### config.mk
export PLATFORM = sky130hd
export DESIGN_NAME = led_driver_two_wire_writer_core_flat
export DESIGN_NICKNAME = d
export VERILOG_FILES = /design/src/rtl/ledtw_pkg.sv /design/src/rtl/ledtw_in_if.sv /design/src/rtl/ledtw_out_if.sv /design/src/rtl/ledtw_front.sv /design/src/rtl/ledtw_queue.sv /design/src/rtl/ledtw_back.sv /design/src/rtl/led_driver_two_wire_writer_core.sv /design/src/flat_wrapper.sv
export SDC_FILE = /design/constraint.sdc
export NUM_CORES = 1
export LEC_CHECK = 0
export BUFFER_PORTS_ARGS = -buffer_cell sky130_fd_sc_hd__buf_2
export CAP_MARGIN = 25
export CORE_MARGIN = 1.5
export CORE_UTILIZATION = 60
export CTS_CLUSTER_DIAMETER = 50
export DETAILED_ROUTE_END_ITERATION = 6
export PLACE_DENSITY = 0.76
export SLEW_MARGIN = 20
export SYNTH_ARGS = -nofsm -noshare
export SYNTH_HDL_FRONTEND = slang
export SYNTH_SLANG_ARGS = --single-unit
### constraint.sdc
create_clock -name clk -period 5.3 [get_ports clk]
set_clock_uncertainty 0.15 [all_clocks]
set_input_delay 1.325 -clock clk [delete_from_list [all_inputs] [get_ports clk]]
set_output_delay 1.325 -clock clk [all_outputs]
set_load 0.05 [all_outputs]
### src/rtl/ledtw_pkg.sv
// ----------------------------------------------------------------------------
// ledtw_pkg: shared types and constants of the two-wire LED display writer
// Command and status codes, frame bytes and the classified word format
// that travels from the front end through the queue to the bus sequencer.
// ----------------------------------------------------------------------------
package ledtw_pkg;

	typedef enum logic [1:0] {
		CMD_NONE    = 2'd0,
		CMD_BRIGHT  = 2'd1,
		CMD_DIGIT   = 2'd2,
		CMD_REFRESH = 2'd3
	} cmd_t;

	typedef enum logic [1:0] {
		ST_OK        = 2'd0,
		ST_NACK_ADDR = 2'd1,
		ST_NACK_DATA = 2'd2,
		ST_REJECT    = 2'd3
	} status_t;

	localparam logic [7:0] BRIGHT_ADDR   = 8'h48;
	localparam logic [7:0] DIGIT_ADDR    = 8'h68;
	localparam logic [7:0] REFRESH_LEVEL = 8'h51;
	localparam logic [7:0] LEVEL_OFF     = 8'h00;
	localparam logic [7:0] LEVEL_MAX_CODE = 8'h01;
	localparam logic [3:0] MAX_LEVEL     = 4'd8;

	// classified input word
	typedef struct packed {
		logic        tick;
		logic        sda;
		cmd_t        cmd;
		logic        reject;
		logic [7:0]  addr_byte;
		logic [7:0]  data_byte;
		logic [31:0] patterns;
	} item_t;

	// queue fill status seen by the front end and the sequencer
	typedef struct packed {
		logic full;
		logic empty;
	} qstat_t;

	// brightness code: on bit in bit 0, level in bits 6..4, eight wraps to zero
	function automatic logic [7:0] level_code(input logic [3:0] lvl);
		logic [7:0] code;
		if (lvl == 4'd0) begin
			code = LEVEL_OFF;
		end else if (lvl == MAX_LEVEL) begin
			code = LEVEL_MAX_CODE;
		end else begin
			code = {1'b0, lvl[2:0], 4'h1};
		end
		return code;
	endfunction

endpackage

### src/rtl/ledtw_in_if.sv
// ----------------------------------------------------------------------------
// ledtw_in_if: input channel of the display writer
// One word per cycle of the bus while ready is high: tick, sampled data level and a command.
// ----------------------------------------------------------------------------
interface ledtw_in_if;
	logic        valid;
	logic        ready;
	logic        tick;
	logic        data_line_in;
	logic [1:0]  command;
	logic [3:0]  level;
	logic [1:0]  digit;
	logic [7:0]  segment;
	logic [31:0] four_segments;

	modport source (
		output valid, tick, data_line_in, command, level, digit, segment, four_segments,
		input  ready
	);
	modport sink (
		input  valid, tick, data_line_in, command, level, digit, segment, four_segments,
		output ready
	);
endinterface

### src/rtl/ledtw_out_if.sv
// ----------------------------------------------------------------------------
// ledtw_out_if: result channel of the display writer
// Line levels, busy flag and completion status for each input word.
// ----------------------------------------------------------------------------
interface ledtw_out_if;
	logic       valid;
	logic       ready;
	logic       clock_line;
	logic       data_release;
	logic       busy_res;
	logic       finished;
	logic [1:0] status;

	modport source (
		output valid, clock_line, data_release, busy_res, finished, status,
		input  ready
	);
	modport sink (
		input  valid, clock_line, data_release, busy_res, finished, status,
		output ready
	);
endinterface

### src/rtl/ledtw_front.sv
// ----------------------------------------------------------------------------
// ledtw_front: input stage of the display writer
// Accepts words, decodes the command into frame bytes and a reject flag,
// and pushes the classified word into the queue.
// ----------------------------------------------------------------------------
module ledtw_front (
	input  logic                 clk,
	input  logic                 arst_n,
	ledtw_in_if.sink             item,
	input  ledtw_pkg::qstat_t    qstat,
	output logic                 push,
	output ledtw_pkg::item_t     push_data
);

	logic             valid_s1;
	ledtw_pkg::item_t item_s1;
	ledtw_pkg::item_t classed;
	logic             accept;

	// stage is free when empty or draining into the queue this cycle
	assign push      = valid_s1 && !qstat.full;
	assign item.ready = !valid_s1 || !qstat.full;
	assign accept    = item.valid && item.ready;
	assign push_data = item_s1;

	// decode the command into frame bytes
	always_comb begin
		classed.tick      = item.tick;
		classed.sda       = item.data_line_in;
		classed.cmd       = ledtw_pkg::cmd_t'(item.command);
		classed.reject    = 1'b0;
		classed.addr_byte = ledtw_pkg::BRIGHT_ADDR;
		classed.data_byte = ledtw_pkg::level_code(item.level);
		classed.patterns  = item.four_segments;
		case (classed.cmd)
			ledtw_pkg::CMD_BRIGHT: begin
				classed.reject = (item.level > ledtw_pkg::MAX_LEVEL);
			end
			ledtw_pkg::CMD_DIGIT: begin
				classed.addr_byte = ledtw_pkg::DIGIT_ADDR + {5'd0, item.digit, 1'b0};
				classed.data_byte = item.segment;
			end
			default: begin
			end
		endcase
	end

	always_ff @(posedge clk or negedge arst_n) begin
		if (!arst_n) begin
			valid_s1 <= 1'b0;
		end else if (accept) begin
			valid_s1 <= 1'b1;
		end else if (push) begin
			valid_s1 <= 1'b0;
		end
	end

	always_ff @(posedge clk) begin
		if (accept) begin
			item_s1 <= classed;
		end
	end

endmodule

### src/rtl/ledtw_queue.sv
// ----------------------------------------------------------------------------
// ledtw_queue: two-entry queue between front end and sequencer
// Lets the front end keep accepting while the result side stalls.
// ----------------------------------------------------------------------------
module ledtw_queue (
	input  logic              clk,
	input  logic              arst_n,
	input  logic              push,
	input  ledtw_pkg::item_t  push_data,
	input  logic              pop,
	output ledtw_pkg::item_t  head,
	output ledtw_pkg::qstat_t qstat
);

	ledtw_pkg::item_t entry_q [2];
	logic             wr_q;
	logic             rd_q;
	logic [1:0]       cnt_q;

	assign qstat.full  = (cnt_q == 2'd2);
	assign qstat.empty = (cnt_q == 2'd0);
	assign head        = entry_q[rd_q];

	// pointers and fill count
	always_ff @(posedge clk or negedge arst_n) begin
		if (!arst_n) begin
			wr_q  <= 1'b0;
			rd_q  <= 1'b0;
			cnt_q <= 2'd0;
		end else begin
			if (push) begin
				wr_q <= ~wr_q;
			end
			if (pop) begin
				rd_q <= ~rd_q;
			end
			case ({push, pop})
				2'b10:   cnt_q <= cnt_q + 2'd1;
				2'b01:   cnt_q <= cnt_q - 2'd1;
				default: cnt_q <= cnt_q;
			endcase
		end
	end

	always_ff @(posedge clk) begin
		if (push) begin
			entry_q[wr_q] <= push_data;
		end
	end

endmodule

### src/rtl/ledtw_back.sv
// ----------------------------------------------------------------------------
// ledtw_back: bus sequencer of the display writer
// Steps the start / byte / ack / stop phases once per queued word and
// holds the line levels and status in the result register.
// ----------------------------------------------------------------------------
module ledtw_back #(
	parameter int DIGIT_COUNT = 4
) (
	input  logic              clk,
	input  logic              arst_n,
	input  logic [7:0]        short_delay_ticks,
	input  ledtw_pkg::item_t  head,
	input  ledtw_pkg::qstat_t qstat,
	output logic              pop,
	ledtw_out_if.source       result
);

	typedef enum logic [4:0] {
		P_IDLE, P_PRE, P_STA, P_STB, P_B1L, P_B1H, P_B1T, P_A1H, P_A1L, P_A1N,
		P_B2L, P_B2H, P_B2T, P_A2H, P_A2L, P_A2N, P_SPA, P_SPB,
		P_SN1A, P_SN1B, P_SN2A, P_SN2B, P_GAP
	} phase_t;

	phase_t              phase_q, phase_d;
	logic [8:0]          delay_q, delay_d;
	logic [2:0]          bit_q, bit_d;
	logic [7:0]          shift_q, shift_d;
	logic [7:0]          second_q, second_d;
	logic [1:0]          refresh_q, refresh_d;
	logic [31:0]         saved_q, saved_d;
	ledtw_pkg::cmd_t     active_q, active_d;
	logic                fin_d;
	ledtw_pkg::status_t  st_d;
	logic                clk_d, dat_d;

	logic                out_valid_q;
	logic                clk_line_q, dat_rel_q, busy_q, fin_q;
	ledtw_pkg::status_t  st_q;

	logic                bright;
	logic [7:0]          s_ticks;
	logic [8:0]          target;
	logic                long_ph;
	logic [2:0]          shamt;

	// take a word when the result register is free or being drained
	assign pop = !qstat.empty && (!out_valid_q || result.ready);

	assign result.valid        = out_valid_q;
	assign result.clock_line   = clk_line_q;
	assign result.data_release = dat_rel_q;
	assign result.busy_res     = busy_q;
	assign result.finished     = fin_q;
	assign result.status       = st_q;

	// phase timing class
	always_comb begin
		case (phase_q)
			P_PRE, P_STA, P_STB, P_SPA, P_SPB, P_SN1A, P_SN1B, P_SN2A, P_SN2B, P_GAP:
				long_ph = 1'b1;
			default:
				long_ph = 1'b0;
		endcase
	end

	assign bright  = (shift_q == ledtw_pkg::BRIGHT_ADDR);
	assign s_ticks = (short_delay_ticks == 8'd0) ? 8'd1 : short_delay_ticks;
	assign target  = long_ph ? {s_ticks, 1'b0} : {1'b0, s_ticks};

	// next-state step for one word
	always_comb begin
		phase_d   = phase_q;
		delay_d   = delay_q;
		bit_d     = bit_q;
		shift_d   = shift_q;
		second_d  = second_q;
		refresh_d = refresh_q;
		saved_d   = saved_q;
		active_d  = active_q;
		fin_d     = 1'b0;
		st_d      = ledtw_pkg::ST_OK;
		if (phase_q == P_IDLE) begin
			case (head.cmd)
				ledtw_pkg::CMD_BRIGHT: begin
					if (head.reject) begin
						fin_d = 1'b1;
						st_d  = ledtw_pkg::ST_REJECT;
					end else begin
						shift_d  = head.addr_byte;
						second_d = head.data_byte;
						active_d = ledtw_pkg::CMD_BRIGHT;
						phase_d  = P_STA;
					end
				end
				ledtw_pkg::CMD_DIGIT: begin
					shift_d  = head.addr_byte;
					second_d = head.data_byte;
					active_d = ledtw_pkg::CMD_DIGIT;
					phase_d  = P_STA;
				end
				ledtw_pkg::CMD_REFRESH: begin
					saved_d   = head.patterns;
					refresh_d = 2'd0;
					active_d  = ledtw_pkg::CMD_REFRESH;
					phase_d   = P_PRE;
				end
				default: begin
				end
			endcase
			delay_d = 9'd0;
			bit_d   = 3'd0;
		end else if (head.tick) begin
			if (({1'b0, delay_q} + 10'd1) < {1'b0, target}) begin
				delay_d = delay_q + 9'd1;
			end else begin
				delay_d = 9'd0;
				case (phase_q)
					P_PRE: begin
						shift_d  = ledtw_pkg::BRIGHT_ADDR;
						second_d = ledtw_pkg::REFRESH_LEVEL;
						phase_d  = P_STA;
					end
					P_STA: phase_d = P_STB;
					P_STB: begin
						bit_d   = 3'd0;
						phase_d = P_B1L;
					end
					P_B1L: phase_d = P_B1H;
					P_B1H: phase_d = P_B1T;
					P_B1T: begin
						if (bit_q == 3'd7) begin
							bit_d   = 3'd0;
							phase_d = P_A1H;
						end else begin
							bit_d   = bit_q + 3'd1;
							phase_d = P_B1L;
						end
					end
					P_A1H: phase_d = (head.sda && !bright) ? P_A1N : P_A1L;
					P_A1L: begin
						bit_d   = 3'd0;
						phase_d = P_B2L;
					end
					P_A1N: phase_d = P_SN1A;
					P_B2L: phase_d = P_B2H;
					P_B2H: phase_d = P_B2T;
					P_B2T: begin
						if (bit_q == 3'd7) begin
							bit_d   = 3'd0;
							phase_d = P_A2H;
						end else begin
							bit_d   = bit_q + 3'd1;
							phase_d = P_B2L;
						end
					end
					P_A2H: phase_d = (head.sda && !bright) ? P_A2N : P_A2L;
					P_A2L: phase_d = P_SPA;
					P_A2N: phase_d = P_SN2A;
					P_SPA: phase_d = P_SPB;
					P_SPB: begin
						if (active_q == ledtw_pkg::CMD_REFRESH && bright) begin
							phase_d = P_GAP;
						end else if (active_q == ledtw_pkg::CMD_REFRESH &&
							({1'b0, refresh_q} + 3'd1) < 3'(DIGIT_COUNT)) begin
							refresh_d = refresh_q + 2'd1;
							shift_d   = ledtw_pkg::BRIGHT_ADDR;
							second_d  = ledtw_pkg::REFRESH_LEVEL;
							phase_d   = P_STA;
						end else begin
							fin_d   = 1'b1;
							phase_d = P_IDLE;
						end
					end
					P_SN1A: phase_d = P_SN1B;
					P_SN1B: begin
						fin_d   = 1'b1;
						st_d    = ledtw_pkg::ST_NACK_ADDR;
						phase_d = P_IDLE;
					end
					P_SN2A: phase_d = P_SN2B;
					P_SN2B: begin
						fin_d   = 1'b1;
						st_d    = ledtw_pkg::ST_NACK_DATA;
						phase_d = P_IDLE;
					end
					P_GAP: begin
						shift_d  = ledtw_pkg::DIGIT_ADDR + {5'd0, refresh_q, 1'b0};
						second_d = saved_q[{refresh_q, 3'b000} +: 8];
						phase_d  = P_STA;
					end
					default: phase_d = P_IDLE;
				endcase
				if (phase_d == P_IDLE) begin
					active_d = ledtw_pkg::CMD_NONE;
				end
			end
		end
	end

	// line levels of the new phase
	assign shamt = 3'd7 - bit_d;
	always_comb begin
		case (phase_d)
			P_B1L, P_B1T, P_A1L, P_A1N, P_B2L, P_B2T, P_A2L, P_A2N, P_SPA, P_SN1A,
			P_SN2A:
				clk_d = 1'b0;
			default:
				clk_d = 1'b1;
		endcase
		case (phase_d)
			P_STB, P_SPA, P_SPB, P_SN1A, P_SN1B, P_SN2A, P_SN2B:
				dat_d = 1'b0;
			P_B1L, P_B1H, P_B1T:
				dat_d = shift_d[shamt];
			P_B2L, P_B2H, P_B2T:
				dat_d = second_d[shamt];
			default:
				dat_d = 1'b1;
		endcase
	end

	// sequencer state and result register
	always_ff @(posedge clk or negedge arst_n) begin
		if (!arst_n) begin
			phase_q     <= P_IDLE;
			delay_q     <= 9'd0;
			bit_q       <= 3'd0;
			shift_q     <= 8'd0;
			second_q    <= 8'd0;
			refresh_q   <= 2'd0;
			saved_q     <= 32'd0;
			active_q    <= ledtw_pkg::CMD_NONE;
			out_valid_q <= 1'b0;
			clk_line_q  <= 1'b1;
			dat_rel_q   <= 1'b1;
			busy_q      <= 1'b0;
			fin_q       <= 1'b0;
			st_q        <= ledtw_pkg::ST_OK;
		end else if (pop) begin
			phase_q     <= phase_d;
			delay_q     <= delay_d;
			bit_q       <= bit_d;
			shift_q     <= shift_d;
			second_q    <= second_d;
			refresh_q   <= refresh_d;
			saved_q     <= saved_d;
			active_q    <= active_d;
			out_valid_q <= 1'b1;
			clk_line_q  <= clk_d;
			dat_rel_q   <= dat_d;
			busy_q      <= (phase_d != P_IDLE);
			fin_q       <= fin_d;
			st_q        <= st_d;
		end else if (result.ready) begin
			out_valid_q <= 1'b0;
		end
	end

`ifndef SYNTHESIS
	a_idle_no_cmd: assert property (@(posedge clk) disable iff (!arst_n)
		phase_q == P_IDLE |-> active_q == ledtw_pkg::CMD_NONE)
		else $error("active command left set while idle");
	a_reject_not_busy: assert property (@(posedge clk) disable iff (!arst_n)
		out_valid_q && st_q == ledtw_pkg::ST_REJECT |-> fin_q && !busy_q)
		else $error("rejected level started a frame");
	a_no_overwrite: assert property (@(posedge clk) disable iff (!arst_n)
		out_valid_q && !result.ready |-> !pop)
		else $error("result overwritten while stalled");
	a_delay_bound: assert property (@(posedge clk) disable iff (!arst_n)
		delay_q < 9'd510)
		else $error("delay timer out of range");
`endif

endmodule

### src/rtl/led_driver_two_wire_writer_core.sv
// Path: an accepted word passes the front stage, the two-entry queue and the result register.
// Throughput: one word per cycle unless results stall; one sequencer step per word.
// Reset: asynchronous, active low; sequencer idle, both lines released, queue empty,
// short delay register set to one tick.
// ----------------------------------------------------------------------------
// led_driver_two_wire_writer_core: two-wire LED display writer
// Front end classifies commands, a short queue decouples it from the bus
// sequencer that drives clock and data levels frame by frame.
// ----------------------------------------------------------------------------
module led_driver_two_wire_writer_core #(
	parameter int DIGIT_COUNT = 4
) (
	input  logic        clk,
	input  logic        arst_n,
	input  logic        cfg_we,
	input  logic [7:0]  cfg_data,
	ledtw_in_if.sink    item,
	ledtw_out_if.source result
);

	logic [7:0]        sdt_q;
	logic              push;
	logic              pop;
	ledtw_pkg::item_t  push_data;
	ledtw_pkg::item_t  head;
	ledtw_pkg::qstat_t qstat;

	// short delay register
	always_ff @(posedge clk or negedge arst_n) begin
		if (!arst_n) begin
			sdt_q <= 8'd1;
		end else if (cfg_we) begin
			sdt_q <= cfg_data;
		end
	end

	ledtw_front u_front (
		.clk       (clk),
		.arst_n    (arst_n),
		.item      (item),
		.qstat     (qstat),
		.push      (push),
		.push_data (push_data)
	);

	ledtw_queue u_queue (
		.clk       (clk),
		.arst_n    (arst_n),
		.push      (push),
		.push_data (push_data),
		.pop       (pop),
		.head      (head),
		.qstat     (qstat)
	);

	ledtw_back #(
		.DIGIT_COUNT (DIGIT_COUNT)
	) u_back (
		.clk               (clk),
		.arst_n            (arst_n),
		.short_delay_ticks (sdt_q),
		.head              (head),
		.qstat             (qstat),
		.pop               (pop),
		.result            (result)
	);

endmodule
### src/flat_wrapper.sv
// flat-port wrapper written by rule: the top's interface ports become plain ports
module led_driver_two_wire_writer_core_flat 
#(
	parameter int DIGIT_COUNT = 4
)
  (clk, arst_n, cfg_we, cfg_data, item_valid, item_tick, item_data_line_in, item_command, item_level, item_digit, item_segment, item_four_segments, item_ready, result_valid, result_clock_line, result_data_release, result_busy_res, result_finished, result_status, result_ready);
  ledtw_in_if item_i ();
  ledtw_out_if result_i ();
  input  logic clk;
  input  logic arst_n;
  input  logic cfg_we;
  input  logic [7:0] cfg_data;
  input wire logic [$bits(item_i.valid)-1:0] item_valid;
  input wire logic [$bits(item_i.tick)-1:0] item_tick;
  input wire logic [$bits(item_i.data_line_in)-1:0] item_data_line_in;
  input wire logic [$bits(item_i.command)-1:0] item_command;
  input wire logic [$bits(item_i.level)-1:0] item_level;
  input wire logic [$bits(item_i.digit)-1:0] item_digit;
  input wire logic [$bits(item_i.segment)-1:0] item_segment;
  input wire logic [$bits(item_i.four_segments)-1:0] item_four_segments;
  output wire logic [$bits(item_i.ready)-1:0] item_ready;
  output wire logic [$bits(result_i.valid)-1:0] result_valid;
  output wire logic [$bits(result_i.clock_line)-1:0] result_clock_line;
  output wire logic [$bits(result_i.data_release)-1:0] result_data_release;
  output wire logic [$bits(result_i.busy_res)-1:0] result_busy_res;
  output wire logic [$bits(result_i.finished)-1:0] result_finished;
  output wire logic [$bits(result_i.status)-1:0] result_status;
  input wire logic [$bits(result_i.ready)-1:0] result_ready;
  assign item_i.valid = item_valid;
  assign item_i.tick = item_tick;
  assign item_i.data_line_in = item_data_line_in;
  assign item_i.command = item_command;
  assign item_i.level = item_level;
  assign item_i.digit = item_digit;
  assign item_i.segment = item_segment;
  assign item_i.four_segments = item_four_segments;
  assign item_ready = item_i.ready;
  assign result_valid = result_i.valid;
  assign result_clock_line = result_i.clock_line;
  assign result_data_release = result_i.data_release;
  assign result_busy_res = result_i.busy_res;
  assign result_finished = result_i.finished;
  assign result_status = result_i.status;
  assign result_i.ready = result_ready;
  led_driver_two_wire_writer_core #(.DIGIT_COUNT(DIGIT_COUNT)) u_core (.clk(clk), .arst_n(arst_n), .cfg_we(cfg_we), .cfg_data(cfg_data), .item(item_i), .result(result_i));
endmodule
==> results of run 1 <==
==> how the worst max path moves through the flow <==
stage / startpoint / end / slack [ns]
final: u_core.sdt_q[4] / u_core.u_back.result.data_release / 0.86
after global routing: u_core.u_back.phase_q[0] / u_core.u_back.result.data_release / 0.46
after CTS: u_core.u_back.phase_q[4] / u_core.u_back.result.data_release / 0.87
after detailed placement: u_core.u_back.phase_q[1] / u_core.u_back.result.data_release / 0.88
after global placement: u_core.u_back.phase_q[1] / u_core.u_back.result.data_release / 1.03
after floorplan: u_core.u_back.phase_q[3] / u_core.u_back.result.data_release / 0.60
==> cells in the final DEF, fill, tap and decap left out, drive strengths merged, types with 4 or more instances in the layout <==
master  count
edfxtp    144
dfrtp      86
buf        86
nor2       74
nand2      68
mux2i      55
a21oi      47
o21ai      43
clkbuf     33
mux2       18
ha         18
and2       17
nand3      16
and3       14
inv        13
a221oi     12
nand2b     11
nor3       11
xnor2       8
nor2b       8
mux4        8
clkinv      8
xor2        6
a211oi      6
a21o        6
a31oi       6
o31ai       5
o211ai      5
or3         4
nand4       4
a22o        4
o21a        4
a22oi       4
==> through the flow <==
stage               hold WS (ns)  power, mW  setup slack (ns)  area [um^2]  cells
detailed placement        0.2808      5.351            0.8845        11030   1076
finish                    0.2918      7.169            0.8619        11940   1125
CTS                       0.2903      7.190            0.8696        11920   1124
global route              0.2992      7.558            0.4551        11940   1125
floorplan                 0.2715      4.630            0.5977        10410    809
global placement          0.2724      5.271             1.028        11010   1075
==> where the power goes <==
group	switching, mW	total [mW]	internal (mW)
logic	1.56	2.50	0.947
clock network	0.726	1.81	1.08
registers	0.304	2.86	2.56
==> sequential cells by signal (all words and copies together) (netlist names), 5 cells and up <==
signal / flops
u_core.u_queue.entry_q: 96
u_core.u_front.push_data: 48
u_core.u_back.saved_q: 32
u_core.u_back.delay_q: 9
u_core.sdt_q: 8
u_core.u_back.second_q: 8
u_core.u_back.shift_q: 8
u_core.u_back.phase_q: 5
==> area by class of cell <==
class	count	area [um^2]	area share (%)
repair buffers	86	498.0	4.171
clock inverters	15	200.2	1.677
well taps	220	275.3	2.306
clock buffers	33	686.9	5.753
flip-flops and latches	233	6556	54.91
multi-input cells	526	3677	30.80
inverters	12	45.04	0.3773
==> worst max-delay path, delay by kind of cell, from the launching register on <==
family	cells	cell delay, ns
fa+ha+maj	1	0.33
flops	1	0.41
simple gates	8	2.13
mux	1	0.41
compound gates	5	0.93
==> logic make-up after synthesis <==
| family | after synthesis | synth area share [%] |
|---|---|---|
| muxes | 81 | 8.968 |
| xor gates and xnor gates | 14 | 1.178 |
| AOI/OAI and AO/OA | 175 | 12.00 |
| DFF | 233 | 62.98 |
| adders and majority gates | 19 | 2.260 |
| buffers and inverters | 50 | 1.863 |
| and+or+nand+nor | 237 | 10.75 |
==> per-layer routing <==
metal / GRT usage (%) / share of wire [%] / up-vias
met5: 0 / 0 / -
met4: 7.288 / 2.7 / 0
met3: 3.416 / 4.5 / 43
li1: - / - / 3183
met2: 43.19 / 50 / 216
met1: 34.45 / 43 / 3309
==> impl_metrics.py, run 1 <==
metrics = {
    "floorplan": {
        "die_h_um": 134.7,
        "ios": 71,
        "initial_core_util_pct": 62.10,
        "die-area_mm2": 0.01815,
        "rows": 47,
        "dieWidth_um": 134.7,
        "coreArea_mm2": 0.01676,
    },
    "placement": {
        "io_buffer_count": 70,
        "dp_hpwl_um": 14760,
        "gp_congestion": 0.8758,
    },
    "setup_path": {
        "required_ns": 5.61,
        "slowest_stage": "or4_4",
        "ff2ff_path_depth": 15,
        "critPathCaptureType": "register",
        "startpoint_type": "register",
        "worst-path-max-fanout": 18,
        "path_cells": "or4_4 > nor4_1 > nor2_1 > nand2_1 > o21ai_0 > ha_1 > nor2b_1 > o41ai_4 > and3_4 > o2bb2ai_4 > mux2i_1 > and2_2 > o211ai_2 > or4_4 > a41oi_2",
        "critPathKind": "register to register",
        "reg2reg_from": "u_core.sdt_q[4]",
        "r2r_end": "u_core.u_back.result.data_release",
        "crit_top_cell": "or4_4",
        "arrival_ns": 4.75,
        "cpPeakStageDelay_ns": 0.57,
        "r2r_slack_ns": 0.86,
    },
    "clock_tree": {
        "cts_made_buffers": 26,
        "cts_setup_buffers": 0,
        "cts_sinks": 233,
        "cts_resized": 0,
        "cts.path.max_buffers": 3,
        "clock_latency_ns": 0.53,
        "htreeDepth": 1,
        "cts_tree": "done",
        "path_clk_slew_ns": 0.06,
        "ctsHoldBuffers": 0,
        "root_buffer": "clkbuf_16",
    },
    "logic_synthesis": {
        "avgSynthCellArea_um2": 12.86,
        "synth.most_common_cell": "edfxtp_1",
        "synth.largest_area_cell": "edfxtp_1",
        "netlist_top_cells_count": "144 x edfxtp_1, 86 x dfrtp_1, 74 x nor2_1",
        "synthesis.area_mm2": 0.01041,
        "synthCells": 809,
        "yosysSeqAreaShare_pct": 62.98,
        "yosys.cell_types.count": 74,
        "synth_nets": 890,
        "synth_flop_cell": "edfxtp_1",
        "async_flop_share_pct": 38.20,
        "synth_edf_count": 144,
        "yosysTopAreaCellShare_pct": 41.55,
        "synth_area_leaders": "edfxtp_1 42%, dfrtp_1 21%, mux2i_1 5.3%, nor2_1 2.7%, nand2_1 2.5%",
        "ys_ff_latch": 233,
        "synth_warnings": 0,
    },
    "drt": {
        "vias_per_cell": 6.001,
        "wl_per_cell_um": 19.63,
        "drt-pass1-iter-count": 6,
        "vias": 6751,
        "wirelength_um": 22090,
        "first_iter_violations": 463,
        "route.detailed.drc": 0,
        "postRouteAntennaNets": 0,
    },
    "sta": {
        "tightest_slew_ns": 0.7365,
        "relSlewSlack_pct": 50.80,
        "hold_violations": 0,
        "fmax_mhz": 225.3,
        "period_share_pct": 83.74,
        "setup_viol": 0,
        "fin_tns_setup_ns": 0,
        "fin_crit_ns": 4.438,
        "drv_slew": 0,
        "rsz0062_at_grt": "no",
    },
    "global_route": {
        "grt_pass1_wl_um": 35610,
        "globalRouteTotalUtil_pct": 25.32,
        "first_global_vias": 6752,
        "antenna_found_initial": 0,
        "gr-total-overflow": 0,
        "grt_max_degree": 65,
    },
    "cells_and_area": {
        "final_core_util_pct": 71.24,
        "fill_cells": 1125,
        "nNetsFinal": 966,
        "syn_to_final_growth_pct": 14.72,
        "layout-drive-gt1-share_pct": 19.78,
        "antenna_cells": 0,
    },
    "pwr": {
        "vdd_drop_max_uv": 403.7,
        "leakage_nw": 4.700,
        "powerDensity_mw_per_mm2": 600.4,
    },
    "worst_hold_path": {
        "min_from": "u_core.u_front.push_data[52]",
        "worstHoldPathType": "register to register",
        "worstHoldPathCells": 0,
        "holdPathEnd": "u_core.u_queue.entry_q[0][52]",
    },
    "run_status": {
        "outcome": "finished, final reports clean",
    },
    "flow_run": {
        "cap_violations": 0,
    },
}
Note: power is estimated with default switching activity, not from simulation.
==> inputs of run 2 (changes only) <==
- clock period: 5.3 -> 4.29 ns (I/O delays scaled with it)
==> run 2 against run 1 <==
Net effect:
- sequential power up 22%
- global-route usage up 0.46 points
- sequential cell count unchanged
- maximum frequency up 5.8%
- via count up 4.7%
- largest power group unchanged
- critical endpoint unchanged
- setup slack worse by 0.77 ns
- largest cell class unchanged
- register-to-register slack worse by 0.77 ns
==> impl_metrics.py, run 2 (same netlist as run 1, synthesis figures left out) <==
metrics = {
    "placement": {
        "io_buffer_count": 70,
        "dp_hpwl_um": 15410,
        "dp_cells": 1090,
        "gp_congestion": 0.9527,
    },
    "cells_and_area": {
        "nNetsFinal": 993,
        "top_register": "u_core.u_queue.entry_q",
        "finalNonFillerCells": 1152,
        "antenna_cells": 0,
        "final_common_cell": "edfxtp_1",
        "largest_reg_flops": 96,
        "syn_to_final_growth_pct": 17.75,
        "fill_cells": 1153,
        "final_cell_mix": "144 x edfxtp_1, 85 x dfrtp_1, 72 x nor2_1, 69 x buf_2, 68 x nand2_1",
        "layout-drive-gt1-share_pct": 23.71,
    },
    "global_route": {
        "globalRouteTotalUtil_pct": 25.78,
        "grt_max_degree": 65,
        "gr-total-overflow": 0,
        "antenna_found_initial": 0,
        "grt_pass1_wl_um": 36410,
        "first_global_vias": 7145,
    },
    "floorplan": {
        "die-area_mm2": 0.01815,
        "coreArea_mm2": 0.01676,
        "rows": 47,
        "die_h_um": 134.7,
        "ios": 71,
        "initial_core_util_pct": 62.10,
        "dieWidth_um": 134.7,
    },
    "drt": {
        "route.detailed.drc": 0,
        "drt-pass1-iter-count": 5,
        "vias": 7066,
        "first_iter_violations": 621,
        "wirelength_um": 22980,
        "postRouteAntennaNets": 0,
        "vias_per_cell": 6.134,
        "wl_per_cell_um": 19.95,
    },
    "sta": {
        "setup_viol": 0,
        "rsz0062_at_grt": "yes",
        "hold_ws_ns": 0.2971,
        "tightest_slew_ns": 0.7888,
        "fmax_mhz": 238.3,
        "fin_crit_ns": 4.196,
        "period_share_pct": 97.81,
        "drv_slew": 0,
        "relSlewSlack_pct": 47.30,
        "hold_violations": 0,
    },
    "setup_path": {
        "required_ns": 4.60,
        "path_buf_inv": 4,
        "path_cells": "a21bo_1 > a211oi_4 > buf_4 > buf_4 > nand2_1 > ha_1 > and3_1 > nand4_1 > buf_4 > o2bb2ai_4 > and2_4 > a22oi_2 > buf_4 > o21ai_0 > nor2_1 > or4_4 > a41oi_2",
        "critPathKind": "register to register",
        "reg2reg_from": "u_core.u_back.phase_q[0]",
        "slowest_stage": "or4_4",
        "critPathCaptureType": "register",
        "cp_top_family": "compound AO/OA/AOI/OAI gates",
        "worst-path-max-fanout": 6,
        "crit_top_cell": "buf_4",
        "cp-startpoint": "u_core.u_back.phase_q[0]",
        "arrival_ns": 4.50,
        "cpPeakStageDelay_ns": 0.42,
        "startpoint_type": "register",
    },
    "pwr": {
        "powerDensity_mw_per_mm2": 742.6,
        "leakage_nw": 4.859,
        "vdd_drop_max_uv": 502.6,
    },
    "clock_tree": {
        "cts_tree": "done",
        "cts_made_buffers": 26,
        "ctsHoldBuffers": 0,
        "htreeDepth": 1,
        "root_buffer": "clkbuf_16",
        "cts.path.max_buffers": 3,
        "cts_sinks": 233,
        "clock_latency_ns": 0.53,
        "path_clk_slew_ns": 0.06,
    },
    "worst_hold_path": {
        "min_from": "u_core.u_front.push_data[29]",
        "worstHoldPathType": "register to register",
    },
    "run_status": {
        "outcome": "finished, final reports clean",
    },
    "flow_run": {
        "cap_violations": 0,
    },
}
run 2: cell count changes in the layout (fill, tap and decap cells not counted), sizes merged:
cell	previous run	this run
clkbuf	33	27
buf	86	112
bufinv	3	4
clkinvlp	3	2
clkinv	8	14
o2bb2ai	1	2
run 2: per-layer routing:
layer	share of wire [%]	track usage [%]	vias to the layer above
met5	0	0	-
met3	6.1	3.866	87
met4	4.8	11.65	0
li1	-	-	3252
met2	50	43.68	290
met1	40	33.25	3437
run 2: area by class of cell:
class                           instances  area, um^2  area share [%]
Timing Repair Buffer                  112       700.7           5.718
Inverter                               12       45.04          0.3676
Sequential cell                       233        6556           53.50
Multi-Input combinational cell        527        3781           30.86
Clock inverter                         21       241.5           1.971
Clock buffer                           27       654.4           5.340
Tap cell                              220       275.3           2.246
run 2: path summary, 6_finish.rpt:
| check | to | slack, ns | depth (start not counted) |
|---|---|---|---|
| worst max register to register | u_core.u_back.result.data_release | 0.09 | 17 |
| worst min register to register | u_core.u_queue.entry_q[0][29] | 0.30 | 0 |
| max in group asynchronous | u_core.u_back.result.data_release | 2.79 | 2 |
| min in group asynchronous | u_core.sdt_q[2] | 0.41 | 1 |
| worst max-delay path | u_core.u_back.result.data_release | 0.09 | 17 |
| worst min-delay path | u_core.u_queue.entry_q[0][29] | 0.30 | 0 |
run 2: what timing repair did:
action	CTS	global route
cloned	0	1
resized for setup	1	18
pin swaps	1	12
setup buffers	1	11
setup endpoints to repair	1	2
run 2: where the power goes:
part	internal, mW	switching, mW	total [mW]
Clock	1.36	0.889	2.25
Sequential	3.16	0.339	3.50
Combinational	1.29	2.06	3.35
Total	5.81	3.29	9.10
run 2: stage by stage:
step	setup TNS, ns	worst slack [ns]	total power, mW	instance area [um^2]	util [%]
detailed placement	-0.1421	-0.1421	6.705	11150	66.50
global placement	0	0.06517	6.596	11130	66.38
finish	0	0.09397	9.100	12250	73.12
floorplan	0	0.08058	5.733	10420	-
CTS	0	0.03137	9.009	12060	71.93
global route	-0.2217	-0.1147	9.589	12250	73.12
==> inputs of run 3 (changes only) <==
- CORE_UTILIZATION: 60 -> 30
- PLACE_DENSITY: 0.76 -> 0.42
==> run 3 against run 2 <==
Net effect:
- clock power is 22% higher
- global-route usage is 12 points lower
- maximum frequency is 2.8% higher
- highest routed layer unchanged
- combinational power is 1% lower
- critical endpoint unchanged
- register-to-register slack gained 0.11 ns
- sequential power barely moved
- final area increased by 4.5%
- cell count is 22% higher
- core utilization decreased by 36 points
- sequential share of layout area fell by 2.3 points
- via count shrank 5.4%
==> impl_metrics.py, run 3 (same netlist as run 1, synthesis figures left out) <==
metrics = {
    "run_status": {
        "outcome": "finished, final reports clean",
    },
    "pwr": {
        "net-switching-power_mw": 3.439,
        "vdd_drop_max_uv": 394.6,
        "power_frac_comb_pct": 34.6,
        "p_clk_share_pct": 28.7,
        "seq_power_share_pct": 36.7,
        "total_power_mw": 9.556,
        "powerDensity_mw_per_mm2": 746.5,
        "p_sw_share_pct": 35.99,
        "p_int_mw": 6.117,
        "leakage_nw": 4.974,
    },
    "sta": {
        "setup_viol": 0,
        "period_share_pct": 95.15,
        "relSlewSlack_pct": 38.12,
        "hold_ws_ns": 0.2838,
        "fmax_mhz": 245.0,
        "hold_violations": 0,
        "fin_ws_ns": 0.2079,
        "drv_slew": 0,
        "tightest_slew_ns": 0.9282,
        "fin_crit_ns": 4.082,
    },
    "drt": {
        "vias_per_cell": 4.766,
        "drt-pass1-iter-count": 5,
        "route.detailed.drc": 0,
        "wirelength_um": 24790,
        "vias": 6687,
        "first_iter_violations": 295,
        "postRouteAntennaNets": 0,
        "wl_per_cell_um": 17.67,
    },
    "worst_hold_path": {
        "worstHoldPathType": "register to register",
        "min_from": "u_core.u_front.push_data[51]",
    },
    "global_route": {
        "globalRouteTotalUtil_pct": 14.28,
        "first_global_vias": 6836,
        "gr-total-overflow": 0,
        "grt_pass1_wl_um": 39580,
        "grt_max_degree": 65,
        "antenna_found_initial": 0,
    },
    "setup_path": {
        "arrival_ns": 4.37,
        "required_ns": 4.58,
        "startpoint_type": "register",
        "critPathCaptureType": "register",
        "path_cells": "a21bo_4 > a211oi_4 > mux2i_1 > ha_1 > and3_2 > a221oi_4 > o221ai_4 > o2bb2ai_4 > buf_4 > a21oi_4 > nand2_1 > a21boi_0 > nor2_1 > or4_4 > a41oi_2",
        "slowest_stage": "dfrtp_1",
        "worst-path-max-fanout": 8,
        "critPathKind": "register to register",
        "reg2reg_from": "u_core.u_back.phase_q[0]",
        "cp-startpoint": "u_core.u_back.phase_q[0]",
        "cpPeakStageDelay_ns": 0.41,
    },
    "floorplan": {
        "coreArea_mm2": 0.03437,
        "die-area_mm2": 0.03582,
        "ios": 71,
        "die_h_um": 189.3,
        "initial_core_util_pct": 30.28,
        "dieWidth_um": 189.3,
        "rows": 68,
    },
    "placement": {
        "dp_cells": 1333,
        "dp_hpwl_um": 16860,
        "gp_congestion": 0.8231,
        "dp_slack_ns": -0.1652,
        "io_buffer_count": 70,
    },
    "cells_and_area": {
        "antenna_cells": 0,
        "final_cell_mix": "144 x edfxtp_1, 85 x dfrtp_1, 71 x nor2_1, 69 x buf_2, 68 x nand2_1",
        "final_core_util_pct": 37.24,
        "syn_to_final_growth_pct": 23.00,
        "layout-drive-gt1-share_pct": 25.32,
        "top_register": "u_core.u_queue.entry_q",
        "nNetsFinal": 1002,
        "largest_reg_flops": 96,
        "final_common_cell": "edfxtp_1",
        "finalNonFillerCells": 1403,
    },
    "clock_tree": {
        "root_buffer": "clkbuf_16",
        "cts_sinks": 233,
        "clock_latency_ns": 0.52,
        "path_clk_slew_ns": 0.05,
        "cts.path.max_buffers": 3,
        "htreeDepth": 2,
        "cts_tree": "done",
        "cts_made_buffers": 35,
    },
    "flow_run": {
        "cap_violations": 0,
    },
}
==> run 3: cell count changes in the layout (fill, tap and decap cells not counted), moves of 3 or more <==
| cell | change |
|---|---|
| buf_4 | +4 |
| clkbuf_1 | +4 |
| inv_6 | +4 |
| clkinv_2 | -3 |
| clkbuf_16 | +10 |
| clkinvlp_4 | +3 |
| bufinv_16 | -3 |
==> run 3: cell type report <==
| class | count | area (um^2) |
|---|---|---|
| multi-input cells | 526 | 3809 |
| clock buffers | 43 | 947.2 |
| repair buffers | 113 | 679.4 |
| flip-flops and latches | 233 | 6556 |
| inverters | 12 | 45.04 |
| well taps | 455 | 569.3 |
| fillers | 3401 | 21570 |
| clock inverters | 21 | 195.2 |
==> run 3: per-layer routing <==
| layer | up-vias | global-route usage, % | part of all wire, % |
|---|---|---|---|
| li1 | 3277 | - | - |
| met1 | 3215 | 19.27 | 46 |
| met2 | 151 | 22.86 | 46 |
| met3 | 44 | 2.873 | 4.8 |
| met4 | 0 | 4.915 | 2.5 |
| met5 | - | 0 | 0 |
==> run 3: timing repair <==
action                                  CTS  global route
hold endpoints to repair                  0             0
setup buffers                             0             6
endpoints found under the setup margin    1             2
gates cloned                              0             0
pin swaps                                 0            11
hold buffers                              0             0
resized for setup                         2            21
==> run 3: path summary, 6_finish.rpt <==
| path | cells after the start | slack (ns) | to |
|---|---|---|---|
| max | 15 | 0.21 | u_core.u_back.result.data_release |
| min | 0 | 0.28 | u_core.u_queue.entry_q[1][51] |
| max reg2reg | 15 | 0.21 | u_core.u_back.result.data_release |
| min reg2reg | 0 | 0.28 | u_core.u_queue.entry_q[1][51] |
| max in group asynchronous | 2 | 2.71 | u_core.u_back.result.clock_line |
| min in group asynchronous | 1 | 0.47 | u_core.sdt_q[6] |
==> run 3: stage by stage <==
stage	setup TNS [ns]	cell area (um^2)
2_1_floorplan	0	10420
3_3_place_gp	-0.01067	11490
3_5_place_dp	-0.1652	11490
4_1_cts	0	12640
5_1_grt	-0.01400	12800
6_report	0	12800
==> run 3: power by group through the flow <==
stage / Combinational (mW) / Clock, mW / Sequential (mW)
after floorplan: 2.22 / 0 / 3.51
after global placement: 3.27 / 0 / 3.55
after detailed placement: 3.27 / 0 / 3.56
after CTS: 3.28 / 2.83 / 3.52
after global routing: 3.68 / 2.93 / 3.59
final: 3.31 / 2.74 / 3.51
==> run 3: critical path, delay by kind of cell (launching register included) <==
family | cells | cell delay (ns)
adder cells (fa/ha/maj) | 1 | 0.27
buffers and inverters | 1 | 0.17
flip-flops | 1 | 0.41
AO/OA/AOI/OAI | 8 | 1.96
multiplexers | 1 | 0.27
AND/OR/NAND/NOR | 4 | 0.78
